### config.mk
export PLATFORM = sky130hd
export DESIGN_NAME = shell_command_lexer
export DESIGN_NICKNAME = d
export VERILOG_FILES = /design/src/scl_pkg.sv /design/src/scl_step.sv /design/src/scl_out_queue.sv /design/src/shell_command_lexer.sv
export SDC_FILE = /design/constraint.sdc
export NUM_CORES = 1
export LEC_CHECK = 0
export BUFFER_PORTS_ARGS = -buffer_cell sky130_fd_sc_hd__clkbuf_2
export CORE_ASPECT_RATIO = 0.75
export CORE_MARGIN = 2
export CORE_UTILIZATION = 41
export CTS_CLUSTER_DIAMETER = 30
export DETAILED_ROUTE_END_ITERATION = 10
export GPL_TIMING_DRIVEN = 0
export PLACE_DENSITY = 0.67
export SLEW_MARGIN = 20
export SYNTH_ARGS = -nofsm -noshare
export SYNTH_HDL_FRONTEND = slang
export SYNTH_HIERARCHICAL = 1
export SYNTH_SLANG_ARGS = --single-unit
### constraint.sdc
create_clock -name clk -period 6.77 [get_ports clk]
set_input_delay 0.3385 -clock clk [delete_from_list [all_inputs] [get_ports clk]]
set_output_delay 0.3385 -clock clk [all_outputs]
set_load 0.1 [all_outputs]
### src/scl_pkg.sv
// Shared types and character constants for the shell command lexer.
// No dependencies; every other file of the block uses this package.
package scl_pkg;

	localparam int unsigned KindWidth = 4;
	localparam int unsigned QueueDepth = 4;
	localparam int unsigned QueuePtrWidth = $clog2(QueueDepth);
	localparam int unsigned QueueCntWidth = $clog2(QueueDepth + 1);

	localparam logic [7:0] CH_NUL = 8'h00;
	localparam logic [7:0] CH_PIPE = 8'h7C;
	localparam logic [7:0] CH_AMP = 8'h26;
	localparam logic [7:0] CH_SEMI = 8'h3B;
	localparam logic [7:0] CH_LT = 8'h3C;
	localparam logic [7:0] CH_GT = 8'h3E;
	localparam logic [7:0] CH_SQUOTE = 8'h27;
	localparam logic [7:0] CH_DQUOTE = 8'h22;
	localparam logic [7:0] CH_SPACE = 8'h20;
	localparam logic [7:0] CH_TAB = 8'h09;
	localparam logic [7:0] CH_NL = 8'h0A;
	localparam logic [7:0] CH_VT = 8'h0B;
	localparam logic [7:0] CH_FF = 8'h0C;
	localparam logic [7:0] CH_CR = 8'h0D;

	typedef enum logic [2:0] {
		MODE_IDLE   = 3'd0,
		MODE_PIPE   = 3'd1,
		MODE_AMP    = 3'd2,
		MODE_WORD   = 3'd3,
		MODE_SQUOTE = 3'd4,
		MODE_DQUOTE = 3'd5
	} lex_mode_t;

	typedef enum logic [KindWidth-1:0] {
		K_BYTE = 4'd0,
		K_WEND = 4'd1,
		K_PIPE = 4'd2,
		K_OR   = 4'd3,
		K_AND  = 4'd4,
		K_AMP  = 4'd5,
		K_SEMI = 4'd6,
		K_IN   = 4'd7,
		K_OUT  = 4'd8,
		K_END  = 4'd9,
		K_QERR = 4'd10
	} kind_t;

	// Outcome of lexing one byte: up to two results, first one in kind0.
	typedef struct packed {
		lex_mode_t  next_mode;
		logic [1:0] count;
		kind_t      kind0;
		kind_t      kind1;
	} step_res_t;

endpackage

### src/scl_step.sv
// Combinational lexer step: current mode and one byte in, next mode and results out.
// Depends on scl_pkg.
module scl_step (
	input  scl_pkg::lex_mode_t mode,
	input  logic [7:0]         char_in,
	output scl_pkg::step_res_t res
);

	typedef struct packed {
		logic               has;
		scl_pkg::kind_t     kind;
		scl_pkg::lex_mode_t mode;
	} idle_res_t;

	// Handling of a byte between tokens.
	function automatic idle_res_t idle_step(input logic [7:0] c);
		idle_res_t r;
		r.has = 1'b1;
		r.kind = scl_pkg::K_BYTE;
		r.mode = scl_pkg::MODE_IDLE;
		if (c == scl_pkg::CH_NUL) begin
			r.kind = scl_pkg::K_END;
		end else if (c inside {[scl_pkg::CH_TAB:scl_pkg::CH_CR], scl_pkg::CH_SPACE}) begin
			r.has = 1'b0;
		end else if (c == scl_pkg::CH_SEMI) begin
			r.kind = scl_pkg::K_SEMI;
		end else if (c == scl_pkg::CH_LT) begin
			r.kind = scl_pkg::K_IN;
		end else if (c == scl_pkg::CH_GT) begin
			r.kind = scl_pkg::K_OUT;
		end else if (c == scl_pkg::CH_PIPE) begin
			r.has = 1'b0;
			r.mode = scl_pkg::MODE_PIPE;
		end else if (c == scl_pkg::CH_AMP) begin
			r.has = 1'b0;
			r.mode = scl_pkg::MODE_AMP;
		end else if (c == scl_pkg::CH_SQUOTE) begin
			r.has = 1'b0;
			r.mode = scl_pkg::MODE_SQUOTE;
		end else if (c == scl_pkg::CH_DQUOTE) begin
			r.has = 1'b0;
			r.mode = scl_pkg::MODE_DQUOTE;
		end else begin
			r.mode = scl_pkg::MODE_WORD;
		end
		return r;
	endfunction

	idle_res_t  idle_r;
	logic       word_break;
	logic [7:0] close_char;

	assign idle_r = idle_step(char_in);

	// Newline is word content; the other whitespace bytes end a word.
	assign word_break = char_in inside {scl_pkg::CH_NUL, scl_pkg::CH_SPACE, scl_pkg::CH_TAB,
		scl_pkg::CH_VT, scl_pkg::CH_FF, scl_pkg::CH_CR, scl_pkg::CH_PIPE, scl_pkg::CH_LT,
		scl_pkg::CH_GT, scl_pkg::CH_SEMI, scl_pkg::CH_AMP};

	assign close_char = (mode == scl_pkg::MODE_SQUOTE) ? scl_pkg::CH_SQUOTE : scl_pkg::CH_DQUOTE;

	always_comb begin
		res.next_mode = idle_r.mode;
		res.count = {1'b0, idle_r.has};
		res.kind0 = idle_r.kind;
		res.kind1 = idle_r.kind;
		case (mode)
			scl_pkg::MODE_PIPE, scl_pkg::MODE_AMP: begin
				if ((mode == scl_pkg::MODE_PIPE && char_in == scl_pkg::CH_PIPE)
					|| (mode == scl_pkg::MODE_AMP && char_in == scl_pkg::CH_AMP)) begin
					res.next_mode = scl_pkg::MODE_IDLE;
					res.count = 2'd1;
					res.kind0 = (mode == scl_pkg::MODE_PIPE) ? scl_pkg::K_OR : scl_pkg::K_AND;
				end else begin
					res.count = idle_r.has ? 2'd2 : 2'd1;
					res.kind0 = (mode == scl_pkg::MODE_PIPE) ? scl_pkg::K_PIPE : scl_pkg::K_AMP;
				end
			end
			scl_pkg::MODE_WORD: begin
				if (char_in == scl_pkg::CH_SQUOTE) begin
					res.next_mode = scl_pkg::MODE_SQUOTE;
					res.count = 2'd0;
				end else if (char_in == scl_pkg::CH_DQUOTE) begin
					res.next_mode = scl_pkg::MODE_DQUOTE;
					res.count = 2'd0;
				end else if (word_break) begin
					res.count = idle_r.has ? 2'd2 : 2'd1;
					res.kind0 = scl_pkg::K_WEND;
				end else begin
					res.next_mode = scl_pkg::MODE_WORD;
					res.count = 2'd1;
					res.kind0 = scl_pkg::K_BYTE;
				end
			end
			scl_pkg::MODE_SQUOTE, scl_pkg::MODE_DQUOTE: begin
				if (char_in == scl_pkg::CH_NUL) begin
					res.next_mode = scl_pkg::MODE_IDLE;
					res.count = 2'd1;
					res.kind0 = scl_pkg::K_QERR;
				end else if (char_in == close_char) begin
					res.next_mode = scl_pkg::MODE_WORD;
					res.count = 2'd0;
				end else begin
					res.next_mode = mode;
					res.count = 2'd1;
					res.kind0 = scl_pkg::K_BYTE;
				end
			end
			default: begin
				res.next_mode = idle_r.mode;
			end
		endcase
	end

endmodule

### src/scl_out_queue.sv
// Result queue: takes up to two results per cycle while it has room, hands out one per cycle while out_ready is high.
// Depends on scl_pkg.
module scl_out_queue (
	input  logic                clk,
	input  logic                arst_n,
	input  logic                push,
	input  scl_pkg::step_res_t  res,
	output logic                room,
	output logic                out_valid,
	input  logic                out_ready,
	output logic [scl_pkg::KindWidth-1:0] kind
);

	scl_pkg::kind_t mem_q [scl_pkg::QueueDepth];
	logic [scl_pkg::QueuePtrWidth-1:0] wr_ptr_q;
	logic [scl_pkg::QueuePtrWidth-1:0] rd_ptr_q;
	logic [scl_pkg::QueueCntWidth-1:0] count_q;
	logic [scl_pkg::QueueCntWidth-1:0] count_after_pop;
	logic [1:0]                        n_push;
	logic                              pop;

	assign out_valid = (count_q != '0);
	assign pop = out_valid && out_ready;
	assign kind = mem_q[rd_ptr_q];
	assign n_push = push ? res.count : 2'd0;
	assign count_after_pop = count_q - scl_pkg::QueueCntWidth'(pop);
	// Space for the worst case of two results, counting this cycle's pop.
	assign room = (count_after_pop <= scl_pkg::QueueCntWidth'(scl_pkg::QueueDepth - 2));

	always_ff @(posedge clk) begin
		if (n_push != 2'd0) begin
			mem_q[wr_ptr_q] <= res.kind0;
		end
		if (n_push == 2'd2) begin
			mem_q[wr_ptr_q + scl_pkg::QueuePtrWidth'(1)] <= res.kind1;
		end
	end

	always_ff @(posedge clk or negedge arst_n) begin
		if (!arst_n) begin
			wr_ptr_q <= '0;
			rd_ptr_q <= '0;
			count_q <= '0;
		end else begin
			wr_ptr_q <= wr_ptr_q + scl_pkg::QueuePtrWidth'(n_push);
			rd_ptr_q <= rd_ptr_q + scl_pkg::QueuePtrWidth'(pop);
			count_q <= count_after_pop + scl_pkg::QueueCntWidth'(n_push);
		end
	end

endmodule

### src/shell_command_lexer.sv
// Shell command lexer: one byte per cycle in, tokens out through a four-entry result queue.
// A byte is registered in the input stage, then its results are written into the queue and read out on kind.
// Throughput: one byte per cycle while the output takes one result per cycle; a byte that
// yields two results (word end or pending operator plus a token) needs two output handshakes.
// Reset (arst_n low) empties the input stage and the queue and returns the lexer to idle.
// Depends on scl_pkg, scl_step and scl_out_queue.
module shell_command_lexer (
	input  logic       clk,
	input  logic       arst_n,
	input  logic       in_valid,
	output logic       in_ready,
	input  logic [7:0] char_in,
	output logic       out_valid,
	input  logic       out_ready,
	output logic [3:0] kind
);

	logic               valid_s1;
	logic [7:0]         char_s1;
	scl_pkg::lex_mode_t mode_q;
	scl_pkg::step_res_t step_res;
	logic               room;
	logic               advance;

	assign advance = valid_s1 && room;
	assign in_ready = !valid_s1 || advance;

	always_ff @(posedge clk) begin
		if (in_valid && in_ready) begin
			char_s1 <= char_in;
		end
	end

	always_ff @(posedge clk or negedge arst_n) begin
		if (!arst_n) begin
			valid_s1 <= 1'b0;
			mode_q <= scl_pkg::MODE_IDLE;
		end else begin
			if (in_ready) begin
				valid_s1 <= in_valid;
			end
			if (advance) begin
				mode_q <= step_res.next_mode;
			end
		end
	end

	scl_step u_step (
		.mode    (mode_q),
		.char_in (char_s1),
		.res     (step_res)
	);

	scl_out_queue u_queue (
		.clk       (clk),
		.arst_n    (arst_n),
		.push      (advance),
		.res       (step_res),
		.room      (room),
		.out_valid (out_valid),
		.out_ready (out_ready),
		.kind      (kind)
	);

endmodule
==> results.yml <==
setup_path:
  cp-start-kind: "flop"
  ff2ff_setup_slack_ns: 3.21
  cp-end-kind: "flop"
  critPathKind: "reg2reg"
  arrival_ns: 3.61
  critPathMaxFanout: 9
  worstPathRequired_ns: 6.81
  r2r-end: "u_queue/mem_q[2][1]"
  ff2ff_path_depth: 9
  reg2reg_from: "char_s1[7]"
final_layout:
  drive_gt1_share_pct: 26.5
  fillerInstances: 526
  fin_nets: 262
  antenna_cells: 0
  syn_to_final_growth_pct: 12.7
  fin_area_sq_mm: 0.00270
  final_common_cell: "edfxtp_1"
  final_cell_mix: "24 x edfxtp_1, 17 x clkbuf_2, 15 x nor2_1"
timing:
  fin_crit_sh_pct: 52.6
  skew_ns: 0.0122
  clock.fmax_ghz: 0.281
  tightest_slew_ns: 0.800
  hold_viol: 0
  setup_viol: 0
  fin_crit_ns: 3.56
  grt_setup_unrepaired: "false"
  slew_viol_final: 0
  maxSlewHeadroom_pct: 46.1
  tns_ns: 0
floorplan:
  die_w_microns: 92.3
  die_area_sq_mm: 0.00648
  start_util_pct: 41.8
  die_y_microns: 70.2
  rows: 24
  core-area_sq_mm: 0.00574
  io_pins: 18
worst_hold_path:
  hold_class: "in2reg"
  hold_depth: 1
  min_from: "char_in[7]"
  min_delay_worst_endpoint: "char_s1[7]"
route:
  remaining_drc_errors: 0
  ant_nets: 0
  avgRoutedWirePerCell_microns: 16.2
  via_count: 1837
  drt_iter0_drc: 195
  vias_per_cell: 5.69
  drt_wl_total_microns: 5240
  drt_pass1_iterations: 4
job:
  maxCapViolations: 0
cts:
  clk_latency_ns: 0.29
  post_cts_resized: 0
  clockRootBuffer: "clkbuf_8"
  cts_tree: "done"
  clk_pin_slew_ns: 0.08
  clock_sinks: 35
  cts_htree_levels: 2
  clockBufferDepth: 2
  cts_made_buffers: 5
global_route:
  grt-ovfl-total: 0
  antenna_found_initial: 0
  grt_usage_pct: 17.5
  grt_pass1_vias: 1787
  grt_pass1_wl_microns: 8800
  grt_max_degree: 12
logic_synthesis:
  synthArstFlopShare_pct: 31.4
  synth_edf_count: 24
  netlist_instances: 219
  ys.flop_type: "edfxtp_1"
  syn_area_sq_mm: 0.00240
  synth-seq-area-share_pct: 41.5
  avgSynthCellArea_sq_um: 11.0
  ys_warn_count: 6
  ys_ff_latch: 35
  yosysUniqueCellTypes: 60
  synth.area.top_cells: "edfxtp_1 30%, dfrtp_1 11%, mux2_2 6.1%"
  synth_top_area_share_pct: 30.0
  yosysTopAreaCell: "edfxtp_1"
  synth.net_count: 237
placed_design:
  place_area_sq_mm: 0.00258
  port-buffer-count: 17
  dp_hpwl_microns: 3920
  globalplace.congestion: 0.934
power_and_ir_drop:
  finalPower_w: 0.00127
  peakVddDrop_v: 0.000392
  power_density_mw_per_mm2: 470
  leakage_nw: 1.09
status:
  outcome: "finished, final reports clean"
## synthesized netlist by cell type, types with 3 or more instances
cell type,number
dfrtp_1,11
a21oi_1,7
o21ai_0,6
nand2b_1,5
mux2_4,7
nand2_1,8
buf_2,4
xnor2_1,3
o21a_1,3
mux4_2,4
nor2_1,15
nand3_1,5
o211ai_1,4
and2_1,7
ha_1,5
nand3b_1,4
edfxtp_1,24
nor4_1,3
a211oi_1,3
inv_1,10
clkbuf_1,7
mux2_2,13
a21boi_0,3
nor3_1,5
nor3b_1,5
## per-layer routing
layer | wire [microns] | vias to the layer above | share of wire (%) | GRT usage (%)
met5 | 0 | - | 0 | 0
met4 | 50 | 0 | 0.95 | 4.48
met3 | 396 | 5 | 7.6 | 4.53
met2 | 2300 | 57 | 44 | 25.4
met1 | 2500 | 889 | 48 | 26.1
li1 | - | 886 | - | -
## worst max-delay path by stage
stage | start | to | depth (start not counted)
2_1_floorplan | u_queue/count_q[2] | char_s1[0] | 8
3_3_place_gp | u_queue/count_q[2] | u_queue/mem_q[0][3] | 11
3_5_place_dp | u_queue/count_q[2] | u_queue/mem_q[0][0] | 11
4_1_cts | u_queue/count_q[2] | u_queue/mem_q[2][3] | 11
5_1_grt | u_queue/count_q[2] | u_queue/mem_q[0][3] | 11
6_report | char_s1[7] | u_queue/mem_q[2][1] | 9
## logic make-up after synthesis
kind of cell | count (synthesis) | synth area share [%]
muxes | 26 | 15.1
buffers and inverters | 23 | 3.96
and+or+nand+nor | 79 | 20.7
AOI/OAI and AO/OA | 45 | 13.5
xor gates and xnor gates | 5 | 1.83
DFF | 35 | 41.5
adders and majority gates | 6 | 3.44
## state kept, by name, indices dropped and copies added (netlist names)
signal / cells
u_queue/mem_q: 16
char_s1: 8
mode_q: 3
u_queue/count_q: 3
u_queue/rd_ptr_q: 2
u_queue/wr_ptr_q: 2
valid_s1: 1
## area by class of cell
cell class	count	area (sq um)	area share [%]
multi-input cells	161	1310	48.4
clock buffers	7	108	3.98
repair buffers	18	95.1	3.52
inverters	11	41.3	1.53
well taps	78	97.6	3.61
flip-flops and latches	35	996	36.8
plain buffers	12	53.8	1.99
clock inverters	1	5.00	0.185
## through the flow
| stage | instances | setup slack (ns) | util (%) | hold WS [ns] |
|---|---|---|---|---|
| after floorplan | 219 | 2.90 | - | 0.0429 |
| after global placement | 314 | 3.30 | 45.0 | 0.229 |
| after detailed placement | 314 | 3.24 | 45.0 | 0.232 |
| after CTS | 323 | 3.21 | 47.1 | 0.208 |
| after global routing | 323 | 2.79 | 47.1 | 0.203 |
| final | 323 | 3.21 | 47.1 | 0.211 |
## repair_timing
action | in CTS | in global routing
hold buffers | 1 | 0
buffers inserted | 0 | 0
hold endpoints to repair | 11 | 0
## critical path, stage by stage, from the launching register on
cell and delay [ns]:
edfxtp_1 0.51, nor3_1 0.48, and4_1 0.26, clkbuf_1 0.29, o21ai_0 0.21, o211ai_1 0.20
a2bb2oi_1 0.10, clkbuf_1 0.23, nor4b_2 0.60, mux2_2 0.40
## power by group
group | internal, W | switching [W]
registers | 0.000319 | 0.0000603
logic | 0.000234 | 0.000473
clock network | 0.000104 | 0.0000806
total | 0.000657 | 0.000614
(Power assumes the default switching activity.)
